===== config.mk =====
export PLATFORM = sky130hd
export DESIGN_NAME = tick_tock_phase_adjust_timer_top
export DESIGN_NICKNAME = d
export VERILOG_FILES = /design/src/ttpa_pkg.sv /design/src/ttpa_in_stage.sv /design/src/ttpa_core.sv /design/src/ttpa_out_stage.sv /design/src/tick_tock_phase_adjust_timer_top.sv
export SDC_FILE = /design/constraint.sdc
export NUM_CORES = 1
export LEC_CHECK = 0
export BUFFER_PORTS_ARGS = -buffer_cell sky130_fd_sc_hd__buf_2
export CAP_MARGIN = 5
export CORE_UTILIZATION = 55
export CTS_CLUSTER_DIAMETER = 200
export CTS_CLUSTER_SIZE = 20
export DETAILED_ROUTE_END_ITERATION = 12
export GPL_TIMING_DRIVEN = 1
export PLACE_DENSITY = 0.77
export SYNTH_ARGS = -nofsm -noshare
export SYNTH_HDL_FRONTEND = slang
export SYNTH_SLANG_ARGS = --single-unit

===== constraint.sdc =====
create_clock -name clk -period 4.8 [get_ports clk]
set_input_delay 0.96 -clock clk [delete_from_list [all_inputs] [get_ports clk]]
set_output_delay 0.96 -clock clk [all_outputs]
set_load 0.05 [all_outputs]

===== src/ttpa_pkg.sv =====
// Shared types, widths and codes for the tick/tock phase adjust timer.
package ttpa_pkg;

  localparam int PERIOD_W    = 20;
  localparam int PHASE_REQ_W = 21;
  localparam int PHASE_W     = 19;
  localparam int OFFSET_W    = 16;
  localparam int FUNC_W      = 3;
  localparam int EVENT_W     = 2;
  localparam int IN_TDATA_W  = 24;
  localparam int IN_TUSER_W  = 3;
  localparam int OUT_TDATA_W = 24;
  localparam int SUM_W       = 22;

  localparam logic [FUNC_W-1:0] FN_TIME      = 3'd0;
  localparam logic [FUNC_W-1:0] FN_START     = 3'd1;
  localparam logic [FUNC_W-1:0] FN_STOP      = 3'd2;
  localparam logic [FUNC_W-1:0] FN_OFF_RESET = 3'd3;
  localparam logic [FUNC_W-1:0] FN_OFF_INC   = 3'd4;
  localparam logic [FUNC_W-1:0] FN_OFF_DEC   = 3'd5;
  localparam logic [FUNC_W-1:0] FN_SET_PHASE = 3'd6;

  localparam logic [EVENT_W-1:0] EV_NONE = 2'd0;
  localparam logic [EVENT_W-1:0] EV_TICK = 2'd1;
  localparam logic [EVENT_W-1:0] EV_TOCK = 2'd2;

  localparam logic [PERIOD_W-1:0] PERIOD_RESET = 20'd4000;

  localparam logic signed [OFFSET_W-1:0] OFFSET_MAX = 16'sh7FFF;
  localparam logic signed [OFFSET_W-1:0] OFFSET_MIN = 16'sh8000;

  typedef struct packed {
    logic [FUNC_W-1:0]             func;
    logic signed [PHASE_REQ_W-1:0] phase_request;
  } item_t;

  typedef struct packed {
    logic [EVENT_W-1:0]         event_res;
    logic signed [OFFSET_W-1:0] offset_now;
  } result_t;

endpackage


===== src/ttpa_in_stage.sv =====
// Input register stage for command transactions.
module ttpa_in_stage (
  input  logic          clk,
  input  logic          rst_n,
  input  logic          in_tvalid,
  output logic          in_tready,
  input  ttpa_pkg::item_t in_item,
  input  logic          take,
  output logic          item_valid,
  output ttpa_pkg::item_t item
);
  import ttpa_pkg::*;

  logic  valid_r;
  logic  valid_nxt;
  item_t item_r;

  assign in_tready  = !valid_r || take;
  assign item_valid = valid_r;
  assign item       = item_r;

  always_comb begin
    valid_nxt = valid_r;
    if (in_tvalid && in_tready) begin
      valid_nxt = 1'b1;
    end else if (take) begin
      valid_nxt = 1'b0;
    end
  end

  always_ff @(posedge clk) begin
    if (!rst_n) begin
      valid_r <= 1'b0;
    end else begin
      valid_r <= valid_nxt;
    end
  end

  always_ff @(posedge clk) begin
    if (in_tvalid && in_tready) begin
      item_r <= in_item;
    end
  end

endmodule


===== src/ttpa_core.sv =====
// Timer state, reload arithmetic, offset and phase handling.
module ttpa_core #(
  parameter int COUNT_BITS = 20
) (
  input  logic                            clk,
  input  logic                            rst_n,
  input  logic                            cfg_wr_en,
  input  logic [ttpa_pkg::PERIOD_W-1:0]   cfg_wr_data,
  input  logic                            fire,
  input  ttpa_pkg::item_t                 item,
  output ttpa_pkg::result_t               result
);
  import ttpa_pkg::*;

  localparam int EXT_W = ((COUNT_BITS > SUM_W) ? COUNT_BITS : SUM_W) + 1;
  localparam logic signed [EXT_W-1:0] CMAX_EXT =
    {{(EXT_W-COUNT_BITS){1'b0}}, {COUNT_BITS{1'b1}}};
  localparam logic signed [EXT_W-1:0] ONE_EXT = {{(EXT_W-1){1'b0}}, 1'b1};

  logic [PERIOD_W-1:0]         period_r;
  logic                        running_r, running_nxt;
  logic                        next_tick_r, next_tick_nxt;
  logic [COUNT_BITS-1:0]       countdown_r, countdown_nxt;
  logic signed [PHASE_W-1:0]   phase_r, phase_nxt;
  logic signed [OFFSET_W-1:0]  offset_r, offset_nxt;
  logic [EVENT_W-1:0]          ev;

  logic signed [SUM_W-1:0]     half_s, quarter_s, off_s, ph_s, req_s;
  logic signed [SUM_W-1:0]     sum_tick, sum_tock, reload_sum, clamp_s;
  logic signed [EXT_W-1:0]     reload_ext;
  logic [COUNT_BITS-1:0]       reload_val;
  logic [COUNT_BITS-1:0]       cd_dec;

  assign half_s    = $signed({2'b00, 1'b0, period_r[PERIOD_W-1:1]});
  assign quarter_s = $signed({4'b0000, period_r[PERIOD_W-1:2]});
  assign off_s     = {{(SUM_W-OFFSET_W){offset_r[OFFSET_W-1]}}, offset_r};
  assign ph_s      = {{(SUM_W-PHASE_W){phase_r[PHASE_W-1]}}, phase_r};
  assign req_s     = {{(SUM_W-PHASE_REQ_W){item.phase_request[PHASE_REQ_W-1]}},
                      item.phase_request};
  assign sum_tick  = half_s + off_s;
  assign sum_tock  = sum_tick + ph_s;

  always_comb begin
    if (!running_r) begin
      reload_sum = half_s;
    end else if (next_tick_r) begin
      reload_sum = sum_tick;
    end else begin
      reload_sum = sum_tock;
    end
    reload_ext = {{(EXT_W-SUM_W){reload_sum[SUM_W-1]}}, reload_sum};
    if (reload_ext < ONE_EXT) begin
      reload_val = {{(COUNT_BITS-1){1'b0}}, 1'b1};
    end else if (reload_ext > CMAX_EXT) begin
      reload_val = {COUNT_BITS{1'b1}};
    end else begin
      reload_val = reload_ext[COUNT_BITS-1:0];
    end
  end

  always_comb begin
    if (req_s > quarter_s) begin
      clamp_s = quarter_s;
    end else if (req_s < -quarter_s) begin
      clamp_s = -quarter_s;
    end else begin
      clamp_s = req_s;
    end
  end

  assign cd_dec = (countdown_r != '0) ? countdown_r - 1'b1 : countdown_r;

  always_comb begin
    running_nxt   = running_r;
    next_tick_nxt = next_tick_r;
    countdown_nxt = countdown_r;
    phase_nxt     = phase_r;
    offset_nxt    = offset_r;
    ev            = EV_NONE;
    if (fire) begin
      unique case (item.func)
        FN_TIME: begin
          if (running_r) begin
            countdown_nxt = cd_dec;
            if (cd_dec == '0) begin
              countdown_nxt = reload_val;
              next_tick_nxt = !next_tick_r;
              if (next_tick_r) begin
                ev = EV_TICK;
              end else begin
                ev        = EV_TOCK;
                phase_nxt = '0;
              end
            end
          end
        end
        FN_START: begin
          if (!running_r) begin
            countdown_nxt = reload_val;
            next_tick_nxt = 1'b1;
            running_nxt   = 1'b1;
          end
        end
        FN_STOP:      running_nxt = 1'b0;
        FN_OFF_RESET: offset_nxt  = '0;
        FN_OFF_INC: begin
          if (offset_r != OFFSET_MAX) begin
            offset_nxt = offset_r + 16'sd1;
          end
        end
        FN_OFF_DEC: begin
          if (offset_r != OFFSET_MIN) begin
            offset_nxt = offset_r - 16'sd1;
          end
        end
        FN_SET_PHASE: phase_nxt = clamp_s[PHASE_W-1:0];
        default: ;
      endcase
    end
  end

  assign result.event_res  = ev;
  assign result.offset_now = offset_nxt;

  always_ff @(posedge clk) begin
    if (!rst_n) begin
      period_r    <= PERIOD_RESET;
      running_r   <= 1'b0;
      next_tick_r <= 1'b1;
      countdown_r <= '0;
      phase_r     <= '0;
      offset_r    <= '0;
    end else begin
      if (cfg_wr_en) begin
        period_r <= cfg_wr_data;
      end
      running_r   <= running_nxt;
      next_tick_r <= next_tick_nxt;
      countdown_r <= countdown_nxt;
      phase_r     <= phase_nxt;
      offset_r    <= offset_nxt;
    end
  end

`ifndef SYNTHESIS
  a_reload_nonzero: assert property (@(posedge clk) disable iff (!rst_n)
    fire && (item.func == FN_TIME) && running_r |=> countdown_r != '0)
    else $error("countdown left at zero while running");

  a_tock_clears_phase: assert property (@(posedge clk) disable iff (!rst_n)
    ev == EV_TOCK |=> phase_r == '0)
    else $error("phase shift not cleared after tock");

  a_start_arms: assert property (@(posedge clk) disable iff (!rst_n)
    fire && (item.func == FN_START) && !running_r |=> running_r && next_tick_r)
    else $error("start did not arm the timer on tick");

  a_event_cause: assert property (@(posedge clk) disable iff (!rst_n)
    ev != EV_NONE |-> fire && (item.func == FN_TIME) && running_r)
    else $error("event fired without elapsed time while running");
`endif

endmodule


===== src/ttpa_out_stage.sv =====
// Result register stage for event transactions.
module ttpa_out_stage (
  input  logic                                clk,
  input  logic                                rst_n,
  input  logic                                load,
  input  ttpa_pkg::result_t                   result,
  output logic                                accept_ok,
  output logic                                out_tvalid,
  input  logic                                out_tready,
  output logic [ttpa_pkg::OUT_TDATA_W-1:0]    out_tdata
);
  import ttpa_pkg::*;

  logic    valid_r;
  logic    valid_nxt;
  result_t result_r;

  assign accept_ok  = !valid_r || out_tready;
  assign out_tvalid = valid_r;
  assign out_tdata  = {{(OUT_TDATA_W-OFFSET_W-EVENT_W){1'b0}},
                       result_r.offset_now, result_r.event_res};

  always_comb begin
    valid_nxt = valid_r;
    if (load) begin
      valid_nxt = 1'b1;
    end else if (out_tready) begin
      valid_nxt = 1'b0;
    end
  end

  always_ff @(posedge clk) begin
    if (!rst_n) begin
      valid_r <= 1'b0;
    end else begin
      valid_r <= valid_nxt;
    end
  end

  always_ff @(posedge clk) begin
    if (load) begin
      result_r <= result;
    end
  end

endmodule


===== src/tick_tock_phase_adjust_timer_top.sv =====
// Top level of the tick/tock phase adjust timer.
//
//   channel | ports                  | moves
//   --------+------------------------+------------------------------------
//   in      | in_tvalid/tready/tdata | command transaction, func in tuser
//   out     | out_tvalid/tready/tdata| event and current offset
//   cfg     | cfg_wr_en/wr_data      | period_us write, no handshake
//
// One transaction per cycle while out_tready keeps the output moving; each
// passes through the input register and then the result register.
// Reload, offset and phase clamp are one add-and-compare pass in the core.
// Reset clears the timer to stopped, tick next, zero offset and phase.
// A stalled output holds its result; the input register then fills and
// in_tready drops until the result is taken.
module tick_tock_phase_adjust_timer_top #(
  parameter int COUNT_BITS = 20
) (
  input  logic                               clk,
  input  logic                               rst_n,
  input  logic                               in_tvalid,
  output logic                               in_tready,
  // [20:0] phase_request
  input  logic [ttpa_pkg::IN_TDATA_W-1:0]    in_tdata,
  // [2:0] func
  input  logic [ttpa_pkg::IN_TUSER_W-1:0]    in_tuser,
  output logic                               out_tvalid,
  input  logic                               out_tready,
  // [1:0] event_res, [17:2] offset_now
  output logic [ttpa_pkg::OUT_TDATA_W-1:0]   out_tdata,
  input  logic                               cfg_wr_en,
  input  logic [ttpa_pkg::PERIOD_W-1:0]      cfg_wr_data
);
  import ttpa_pkg::*;

  item_t   in_item;
  item_t   item;
  logic    item_valid;
  logic    accept_ok;
  logic    take;
  result_t result;

  assign in_item.func          = in_tuser[FUNC_W-1:0];
  assign in_item.phase_request = $signed(in_tdata[PHASE_REQ_W-1:0]);
  assign take                  = item_valid && accept_ok;

  ttpa_in_stage u_in (
    .clk        (clk),
    .rst_n      (rst_n),
    .in_tvalid  (in_tvalid),
    .in_tready  (in_tready),
    .in_item    (in_item),
    .take       (take),
    .item_valid (item_valid),
    .item       (item)
  );

  ttpa_core #(
    .COUNT_BITS (COUNT_BITS)
  ) u_core (
    .clk         (clk),
    .rst_n       (rst_n),
    .cfg_wr_en   (cfg_wr_en),
    .cfg_wr_data (cfg_wr_data),
    .fire        (take),
    .item        (item),
    .result      (result)
  );

  ttpa_out_stage u_out (
    .clk        (clk),
    .rst_n      (rst_n),
    .load       (take),
    .result     (result),
    .accept_ok  (accept_ok),
    .out_tvalid (out_tvalid),
    .out_tready (out_tready),
    .out_tdata  (out_tdata)
  );

endmodule

==> qor.txt, run 1 <==
Setup WS post-layout = 106 ps
number of remaining DRC errors = 0
Clock Skew = 8.51 ps
worst-margin pin slew = 1170 ps
slowest stage cell, crit path = a221o_2
Pre-antenna DRT Iters = 5
leading area contributor after synthesis = dfxtp_1
share of cells above drive strength 1 = 0.200
# IOs = 78
worst-path cell chain = ha_1 > o21ai_1 > o21ai_2 > a221oi_2 > buf_4 > nor2_1 > nor2_1 > xnor2_2 > ha_1 > and4_4 > and2_1 > a22o_1 > a211oi_2 > o21ba_2 > or3_1 > a221o_2 > buf_6 > a21oi_1 > o31a_1
root buffer cell = clkbuf_16
min cycle time layout = 4690 ps
reg-to-reg endpoint = u_core.countdown_r[3]$_SDFFE_PN0P_
Hold Slack = 460 ps
power after layout = 3.21 mW
Worst Path Buf+Inv = 2
Synth Register Bits = 120
launching point of the worst reg2reg path = u_core.offset_r[2]$_SDFF_PN0_
Tcrit/Tclk final = 0.978
Crit path largest cell delay = 470 ps
Die X-Extent = 137 um
worst skew pair latency = 440 ps
first-pass GRT wire length = 48,400 um
CTS tree = built
critical path arrival = 5080 ps
final setup TNS = 0 ps
synthesized instance count = 1,256
core area = 18,000 um2
dpl cells = 1,587
hold path depth = 2
worst hold path type = flip-flop to flip-flop
Worst-path clk slew = 60 ps
CP required = 5180 ps
Unique masters post-synth = 85
CP startpoint kind = flip-flop
VDD IR max = 0.000287 V
row count = 49
all-layer global routing usage = 0.334
P_int = 2.20 mW
EDFF count, synth = 42
syn_area_per_cell = 8.02 um2
Clock Power Share = 0.393
endpoints failing setup = 0
Initial DRC Count = 969
Hold EP = u_core.phase_r[11]$_SDFFE_PN0P_
hold wc startpoint = u_core.phase_r[11]$_SDFFE_PN0P_
Finished Layout Cells = 1,628
area grow syn2layout = 19.7%
Overflow after GRT = 0
Routed WL = 30,100 um
largest net degree at the start of global routing = 39
Die Ht = 137 um
Starting Density = 0.561
RSZ-0062 raised after global routing = yes
RePlAce Congestion = 0.973
post-route core utilization = 0.671
cell area after placement = 11,200 um2
Slew Viols, Final = 0
Combinational Power Share = 0.255
power per cell area = 266 nW/um2
P_sw = 1.01 mW
Die Area = 18,900 um2
Final HPWL DP = 22,500 um
achievable frequency = 0.213 GHz
post-route cell area = 12,100 um2
clock buffer depth = 2
Crit. End Element = flip-flop
synth top area cells = dfxtp_1 16%, edfxtp_1 13%, ha_1 11%, a21oi_1 4.6%, o21ai_0 4.5%
Seq/Total Area, Yosys = 0.280
R2R setup slack = 110 ps
clock sink count = 120
slew margin rel. = 0.216
Worst R2R Path Depth = 19
via count = 10,294
area share of the largest cell type after synthesis = 0.155
kind of cell adding the most delay to the critical path = compound AO/OA/AOI/OAI gates
post-synthesis instance area = 10,100 um2
critical path class = flip-flop to flip-flop
max_cap viols = 0
initial antenna violation count = 0
CTS Buf Count = 17
final hold viol count = 0
synth warn = 0
status = complete, no violations
Seq pwr share = 0.352
DR WL/cell = 18.5 um
fill cell count = 1,528
dpl ws = -310 ps
remaining antenna violation count = 0
Synth Flop Type = dfxtp_1
Net Sw Frac = 0.316
most common cell in the netlist = nor2_1
deepest level of the CTS H-tree = 4
crit-path max FO = 8
antenna diode count = 0
vias in the first global route = 9,530
Synth async-reset ratio = 0
Post-synth top cells = 112 x nor2_1, 111 x nand2_1, 93 x a21oi_1
fin nets = 1,527
IO buf count = 67
Vias per Instance = 6.32
Lkg Pwr = 5.13 nW
final cells by class:
type / instances / area, um2 / share of cell area
inverter: 50 / 188 / 0.0156
sequential: 120 / 2830 / 0.234
timing repair buffer: 173 / 1150 / 0.0955
tap: 229 / 287 / 0.0238
clock buffer: 24 / 536 / 0.0444
clock inverter: 8 / 57.6 / 0.00477
multi-input combinational: 1024 / 7010 / 0.582
repair_timing:
action | 4_1_cts | 5_1_grt
buffers inserted | 4 | 5
resized for setup | 19 | 39
pin swaps | 8 | 17
endpoints found under the hold margin | 0 | 0
hold buffers | 0 | 0
endpoints found under the setup margin | 15 | 36
power by group through the flow:
stage               Clock (mW)  Combinational, mW  Sequential (mW)
floorplan                    0              0.521             1.16
finish                    1.26              0.819             1.13
CTS                       1.27              0.787             1.13
global placement             0              0.752             1.15
detailed placement           0              0.765             1.15
global route              1.32              0.897             1.13
registers in the layout (all words and copies together) (netlist names):
name,cells
u_core.phase_r,19
u_in.item,24
u_core.countdown_r,20
u_out.out_tvalid,1
u_core.next_tick_r,1
u_out.out_tdata,18
u_core.period_r,19
u_in.item_valid,1
u_core.running_r,1
u_core.offset_r,16
per-layer routing:
layer	GRT usage	wire length, um	up-vias	share of wire
met5	0	0	-	0
met4	0.149	1090	0	0.036
met3	0.0636	2070	84	0.069
met2	0.553	14200	425	0.47
met1	0.419	12800	4852	0.42
li1	-	-	4933	-
placed cells by master (no fill, tap or decap), drive strengths merged, types with 14 or more instances in the layout:
cell type	count
nor2b	17
clkbuf	24
o211ai	14
nand4	15
a21oi	93
mux2i	28
ha	87
buf	173
nand2	111
o21ai	93
or3	21
nor2	113
a211oi	15
and2	36
inv	49
nand2b	16
xnor2	32
a21o	20
dfxtp	78
nand3	28
edfxtp	42
nor4	18
nor3	46
worst max path at each step:
| stage | startpoint | endpoint | cells past startpoint |
|---|---|---|---|
| after floorplan | u_core.offset_r[0]$_SDFF_PN0_ | u_core.countdown_r[0]$_SDFFE_PN0P_ | 20 |
| after global placement | u_core.offset_r[0]$_SDFF_PN0_ | u_core.countdown_r[0]$_SDFFE_PN0P_ | 20 |
| after detailed placement | u_core.offset_r[0]$_SDFF_PN0_ | u_core.countdown_r[0]$_SDFFE_PN0P_ | 20 |
| after CTS | u_core.offset_r[0]$_SDFF_PN0_ | u_core.countdown_r[0]$_SDFFE_PN0P_ | 20 |
| after global routing | u_core.offset_r[2]$_SDFF_PN0_ | u_core.countdown_r[0]$_SDFFE_PN0P_ | 19 |
| final | u_core.offset_r[2]$_SDFF_PN0_ | u_core.countdown_r[3]$_SDFFE_PN0P_ | 19 |
kinds of logic after synthesis:
kind of cell             count (synthesis)  share of synthesized area
AO/OA/AOI/OAI                          364                      0.236
XOR/XNOR                                42                     0.0365
adder cells (fa/ha/maj)                 89                      0.112
buffers and inverters                  117                     0.0476
flip-flops                             120                      0.280
multiplexers                            40                     0.0412
other                                    1                   0.000372
AND/OR/NAND/NOR                        483                      0.246
worst min-delay path: stages (launching register included):
cell	delay, ps
dfxtp_1	330
nand2_1	50
o21ai_0	50
(Power assumes the default switching activity.)
==> inputs of run 2 (changes only) <==
--- a/config.mk
+++ b/config.mk
@@ -13,6 +13,7 @@
 export DETAILED_ROUTE_END_ITERATION = 12
 export GPL_TIMING_DRIVEN = 1
 export PLACE_DENSITY = 0.77
+export RECOVER_POWER = 50
 export SYNTH_ARGS = -nofsm -noshare
 export SYNTH_HDL_FRONTEND = slang
 export SYNTH_SLANG_ARGS = --single-unit
==> run 2 against run 1 <==
- the flow now finishes with violations (capacitance limit, slew limit)
- flip-flop and latch count did not move
- combinational power barely moved
- final cell count did not move
- count of clock-buffer cells in the layout did not move
- critical path depth rose by 1
- worst hold slack improved by 1.1 ps
- clock power barely moved
- final area fell by 0.22%
- largest power group unchanged
==> qor.txt, run 2 (same netlist as run 1, synthesis figures left out) <==
GR Util met3 = 0.0636
Final HPWL DP = 22,500 um
area grow syn2layout = 19.4%
VDD IR max = 0.000287 V
crit-path max FO = 8
worst hold path type = flip-flop to flip-flop
largest net degree at the start of global routing = 39
critical path class = flip-flop to flip-flop
deepest level of the CTS H-tree = 4
fin nets = 1,527
cell area after placement = 11,200 um2
Initial DRC Count = 1,018
Starting Density = 0.561
# IOs = 78
slew margin rel. = -0.0861
initial antenna violation count = 0
failing checks = capacitance limit, slew limit
final hold viol count = 0
all-layer global routing usage = 0.334
DR WL/cell = 18.5 um
most frequent cells in the layout = 111 x nand2_1, 110 x nor2_1, 100 x buf_4
Most Crowded Layer GR = met2
Hold Slack = 461 ps
via count = 10,344
CP required = 5170 ps
power per cell area = 267 nW/um2
Crit. End Element = flip-flop
commonest non-fill, non-tap cell in the layout = nand2_1
Worst R2R Path Depth = 20
R2R setup slack = 130 ps
root buffer cell = clkbuf_16
Tcrit/Tclk final = 0.972
Vias per Instance = 6.35
worst skew pair latency = 440 ps
remaining antenna violation count = 0
core area = 18,000 um2
Pre-antenna DRT Iters = 5
achievable frequency = 0.214 GHz
CP startpoint kind = flip-flop
Overflow after GRT = 0
clock sink count = 120
hold buffer count at cts = 0
CTS Buf Count = 17
worst-margin pin slew = 1630 ps
Setup WS post-layout = 135 ps
row count = 49
GRT met2 Usage = 0.553
CTS tree = built
number of remaining DRC errors = 0
Die Ht = 137 um
endpoints failing setup = 0
CP Capture Point = u_core.countdown_r[2]$_SDFFE_PN0P_
max_cap viols = 2
IO buf count = 67
min cycle time layout = 4670 ps
launching point of the worst reg2reg path = u_core.offset_r[2]$_SDFF_PN0_
Slew Viols, Final = 51
reg-to-reg endpoint = u_core.countdown_r[2]$_SDFFE_PN0P_
vias in the first global route = 9,530
Routed WL = 30,100 um
post-route core utilization = 0.670
Worst-path clk slew = 60 ps
Die X-Extent = 137 um
post-route cell area = 12,000 um2
RSZ-0062 raised after global routing = yes
dpl ws = -310 ps
GRT met1 Usage = 0.419
Die Area = 18,900 um2
Largest register FFs = 24
Lkg Pwr = 5.09 nW
clock buffer depth = 2
fill cell count = 1,539
share of cells above drive strength 1 = 0.190
critical path startpoint = u_core.offset_r[2]$_SDFF_PN0_
first-pass GRT wire length = 48,400 um
critical path arrival = 5040 ps
status = finished, violations left
Clock Skew = 8.33 ps
antenna diode count = 0
RePlAce Congestion = 0.973
run 2: metal layers:
layer | vias up | share of wire
met5 | - | 0
li1 | 4942 | -
met2 | 450 | 0.47
met4 | 0 | 0.037
met3 | 95 | 0.072
met1 | 4857 | 0.42
run 2: layout make-up:
type,instances,area [um2],area share
multi-input cells,1024,7010,0.583
flip-flops and latches,120,2830,0.235
repair buffers,173,1130,0.0937
clock buffers,24,536,0.0445
well taps,229,287,0.0238
inverters,50,188,0.0156
clock inverters,8,57.6,0.00479
run 2: repair_timing:
item	CTS	global route
setup endpoints to repair	15	36
pin swaps	8	17
setup buffers	4	5
resized for setup	19	39
run 2: stage by stage:
step	instances	total power, mW	setup TNS (ps)
floorplan	1261	1.68	0
global placement	1587	1.90	-201
detailed placement	1587	1.91	-1040
CTS	1623	3.19	0
global route	1628	3.35	-490
finish	1628	3.21	0
run 2: power by group:
group | switching, mW | leakage (nW) | total [mW] | internal, mW
clock network | 0.481 | 0.277 | 1.26 | 0.780
logic | 0.495 | 3.76 | 0.817 | 0.322
registers | 0.0362 | 1.05 | 1.13 | 1.09
total | 1.01 | 5.09 | 3.21 | 2.20
run 2: critical path, cell delays in order, from the launching register on:
cell and delay [ps]:
dfxtp_1 350, ha_1 400, o21ai_1 340, o21ai_2 120, a221oi_2 350, buf_4 180
nor2_1 40, nor2_1 190, xnor2_2 120, ha_1 370, and4_4 250, and2_1 120
a22o_1 150, a211oi_2 50, o21ba_2 250, or3_1 330, a221o_2 470, buf_6 170
a21oi_2 160, nor3_1 70, nor2_1 110
run 2: worst min path at each step:
stage                     slack (ps)  depth (start not counted)                         endpoint                            start
after floorplan                  430                          2   u_core.phase_r[0]$_SDFFE_PN0P_   u_core.phase_r[0]$_SDFFE_PN0P_
after global placement           440                          2  u_core.phase_r[11]$_SDFFE_PN0P_  u_core.phase_r[11]$_SDFFE_PN0P_
after detailed placement         450                          2  u_core.phase_r[11]$_SDFFE_PN0P_  u_core.phase_r[11]$_SDFFE_PN0P_
after CTS                        460                          2  u_core.phase_r[11]$_SDFFE_PN0P_  u_core.phase_r[11]$_SDFFE_PN0P_
after global routing             490                          2   u_core.phase_r[6]$_SDFFE_PN0P_   u_core.phase_r[6]$_SDFFE_PN0P_
final                            460                          2  u_core.phase_r[11]$_SDFFE_PN0P_  u_core.phase_r[11]$_SDFFE_PN0P_
==> inputs of run 3 (changes only) <==
--- a/config.mk
+++ b/config.mk
@@ -5,10 +5,10 @@
 export SDC_FILE = /design/constraint.sdc
 export NUM_CORES = 1
 export LEC_CHECK = 0
+export ABC_AREA = 1
 export BUFFER_PORTS_ARGS = -buffer_cell sky130_fd_sc_hd__buf_2
 export CAP_MARGIN = 5
 export CORE_UTILIZATION = 55
-export CTS_CLUSTER_DIAMETER = 200
 export CTS_CLUSTER_SIZE = 20
 export DETAILED_ROUTE_END_ITERATION = 12
 export GPL_TIMING_DRIVEN = 1
==> run 3 against run 2 <==
- the run still ends with capacitance limit, slew limit left
- global-route usage down 0.18 points
- non-clock buffer count decreased by 87
- first-iteration DRC count shrank 5.8%
- die area rose by 9.0%
- synthesized area grew 9.1%
- synthesized cell count rose by 38%
- clock skew grew 4.1 ps
- register-to-register slack gained 180 ps
- count of clock-buffer cells in the layout shrank 7
- combinational power increased by 14%
- worst setup slack gained 180 ps
- core utilization down 4.9 points
- largest power group unchanged
==> qor.txt, run 3 <==
Die X-Extent = 143 um
Overflow after GRT = 0
Hold Slack = 501 ps
Synth Register Bits = 120
share of cells above drive strength 1 = 0.0724
Slew Viols, Final = 39
critical path class = flip-flop to flip-flop
antenna diode count = 0
kind of cell adding the most delay to the critical path = simple AND/OR/NAND/NOR gates
fin nets = 1,923
min cycle time layout = 4490 ps
critical path arrival = 4840 ps
clock buffer depth = 2
core area = 19,500 um2
crit-path max FO = 36
failing checks = capacitance limit, slew limit
synthesized instance count = 1,734
status = finished, violations left
EDFF count, synth = 42
Largest register FFs = 24
Initial DRC Count = 959
post-synthesis instance area = 11,000 um2
leading area contributor after synthesis = nand2_1
syn_area_per_cell = 6.34 um2
Vias per Instance = 5.73
initial antenna violation count = 0
Unique masters post-synth = 46
slew margin rel. = -0.367
power per cell area = 283 nW/um2
CTS Buf Count = 17
number of remaining DRC errors = 0
DR WL/cell = 16.2 um
root buffer cell = clkbuf_16
synth warn = 0
Net Sw Frac = 0.385
Clock Skew = 12.4 ps
area share of the largest cell type after synthesis = 0.154
Seq/Total Area, Yosys = 0.257
commonest non-fill, non-tap cell in the layout = nand2_1
most frequent cells in the layout = 451 x nand2_1, 233 x inv_1, 150 x nor2_1
clock sink count = 120
power after layout = 3.43 mW
area grow syn2layout = 10.2%
Starting Density = 0.563
dpl cells = 2,028
worst-margin pin slew = 2050 ps
all-layer global routing usage = 0.332
Synth Flop Type = dfxtp_1
Die Ht = 143 um
Final HPWL DP = 26,000 um
most common cell in the netlist = nand2_1
worst hold path type = flip-flop to flip-flop
first-pass GRT wire length = 52,200 um
post-route core utilization = 0.620
Combinational Power Share = 0.272
Worst Path Buf+Inv = 2
CP startpoint kind = flip-flop
largest net degree at the start of global routing = 41
remaining antenna violation count = 0
row count = 51
endpoints failing setup = 0
achievable frequency = 0.223 GHz
Die Area = 20,500 um2
max_cap viols = 1
synth top area cells = nand2_1 15%, dfxtp_1 14%, edfxtp_1 11%, ha_1 9.9%, inv_1 8.0%
Post-synth top cells = 451 x nand2_1, 233 x inv_1, 152 x nor2_1
P_int = 2.11 mW
dpl ws = 335 ps
worst skew pair latency = 440 ps
vias in the first global route = 10,509
CP most frequent cell = nand2_1
slowest stage cell, crit path = dfxtp_1
final hold viol count = 0
Synth async-reset ratio = 0
Crit path largest cell delay = 380 ps
Pre-antenna DRT Iters = 5
Crit. End Element = flip-flop
P_sw = 1.32 mW
Seq pwr share = 0.341
Worst-path clk slew = 80 ps
CTS tree = built
Finished Layout Cells = 2,060
# IOs = 78
Clock Power Share = 0.387
deepest level of the CTS H-tree = 4
IO buf count = 67
CP required = 5160 ps
via count = 11,796
RePlAce Congestion = 0.982
VDD IR max = 0.000239 V
Tcrit/Tclk final = 0.934
Routed WL = 33,500 um
Setup WS post-layout = 315 ps
hold buffer count at cts = 0
Lkg Pwr = 6.08 nW
[run 3: final timing paths]
path	slack, ps	to	depth (start not counted)	from
worst max register to register	310	u_core.phase_r[1]$_SDFFE_PN0P_	26	u_core.period_r[3]$_SDFFE_PN0P_
worst min-delay path	500	u_core.phase_r[11]$_SDFFE_PN0P_	2	u_core.phase_r[11]$_SDFFE_PN0P_
worst max-delay path	310	u_core.phase_r[1]$_SDFFE_PN0P_	26	u_core.period_r[3]$_SDFFE_PN0P_
worst min register to register	500	u_core.phase_r[11]$_SDFFE_PN0P_	2	u_core.phase_r[11]$_SDFFE_PN0P_
[run 3: power by group through the flow]
stage	sequential (mW)	combinational, mW	clock, mW
global route	1.17	1.04	1.36
detailed placement	1.19	0.910	0
CTS	1.17	0.918	1.33
floorplan	1.19	0.679	0
global placement	1.19	0.894	0
finish	1.17	0.933	1.33
[run 3: layer usage]
layer  global-route usage  share of wire  wire length, um  up-vias
met5                    0              0                0        -
met4                0.132          0.030             1010        0
met3               0.0473          0.077             2590       77
met2                0.553           0.46            15300      503
met1                0.432           0.43            14500     5362
li1                     -              -                -     5854
[run 3: logic make-up (layout without fill, tap and decap cells)]
group | count (synthesis) | count (layout) | synth area share
mux | 1 | 1 | 0.000911
buf+inv | 297 | 353 | 0.109
other cells | 1 | 6 | 0.000341
compound gates | 307 | 307 | 0.151
fa+ha+maj | 89 | 89 | 0.103
flops | 120 | 120 | 0.257
simple gates | 879 | 879 | 0.347
xor+xnor | 40 | 40 | 0.0319
[run 3: cell type report]
cell class              count  area (um2)
clock inverters            15         176
well taps                 265         332
clock buffers              17         425
flip-flops and latches    120        2820
repair buffers             86         472
inverters                 235         882
multi-input cells        1322        7000
fillers                  1931        7410
[run 3: repair_timing]
action / 4_1_cts / 5_1_grt
gates resized for setup: 0 / 5
endpoints found under the setup margin: 0 / 22
buffers inserted: 0 / 0
[run 3: through the flow]
stage	setup TNS, ps	cell area (um2)
3_5_place_dp	0	11500
6_report	0	12100
3_3_place_gp	0	11500
2_1_floorplan	0	11000
5_1_grt	-2.23	12100
4_1_cts	0	12100
[run 3: worst register-to-register path: stages (launching register included)]
cell,delay [ps]
dfxtp_1,380
inv_1,170
ha_1,210
nand2_1,70
nor2_1,160
nand3_1,160
nor2_2,170
nand2_1,110
nor2_1,120
nand2_1,100
nor2_1,140
nand3_1,150
nor2_2,170
xor2_1,210
ha_1,270
nand2_1,80
o21bai_1,110
a21oi_1,90
a2111oi_2,270
nand3_1,180
or2_2,330
nand2_1,120
buf_12,190
nand2_1,80
nand3_1,70
nand3_1,160
a21oi_1,170
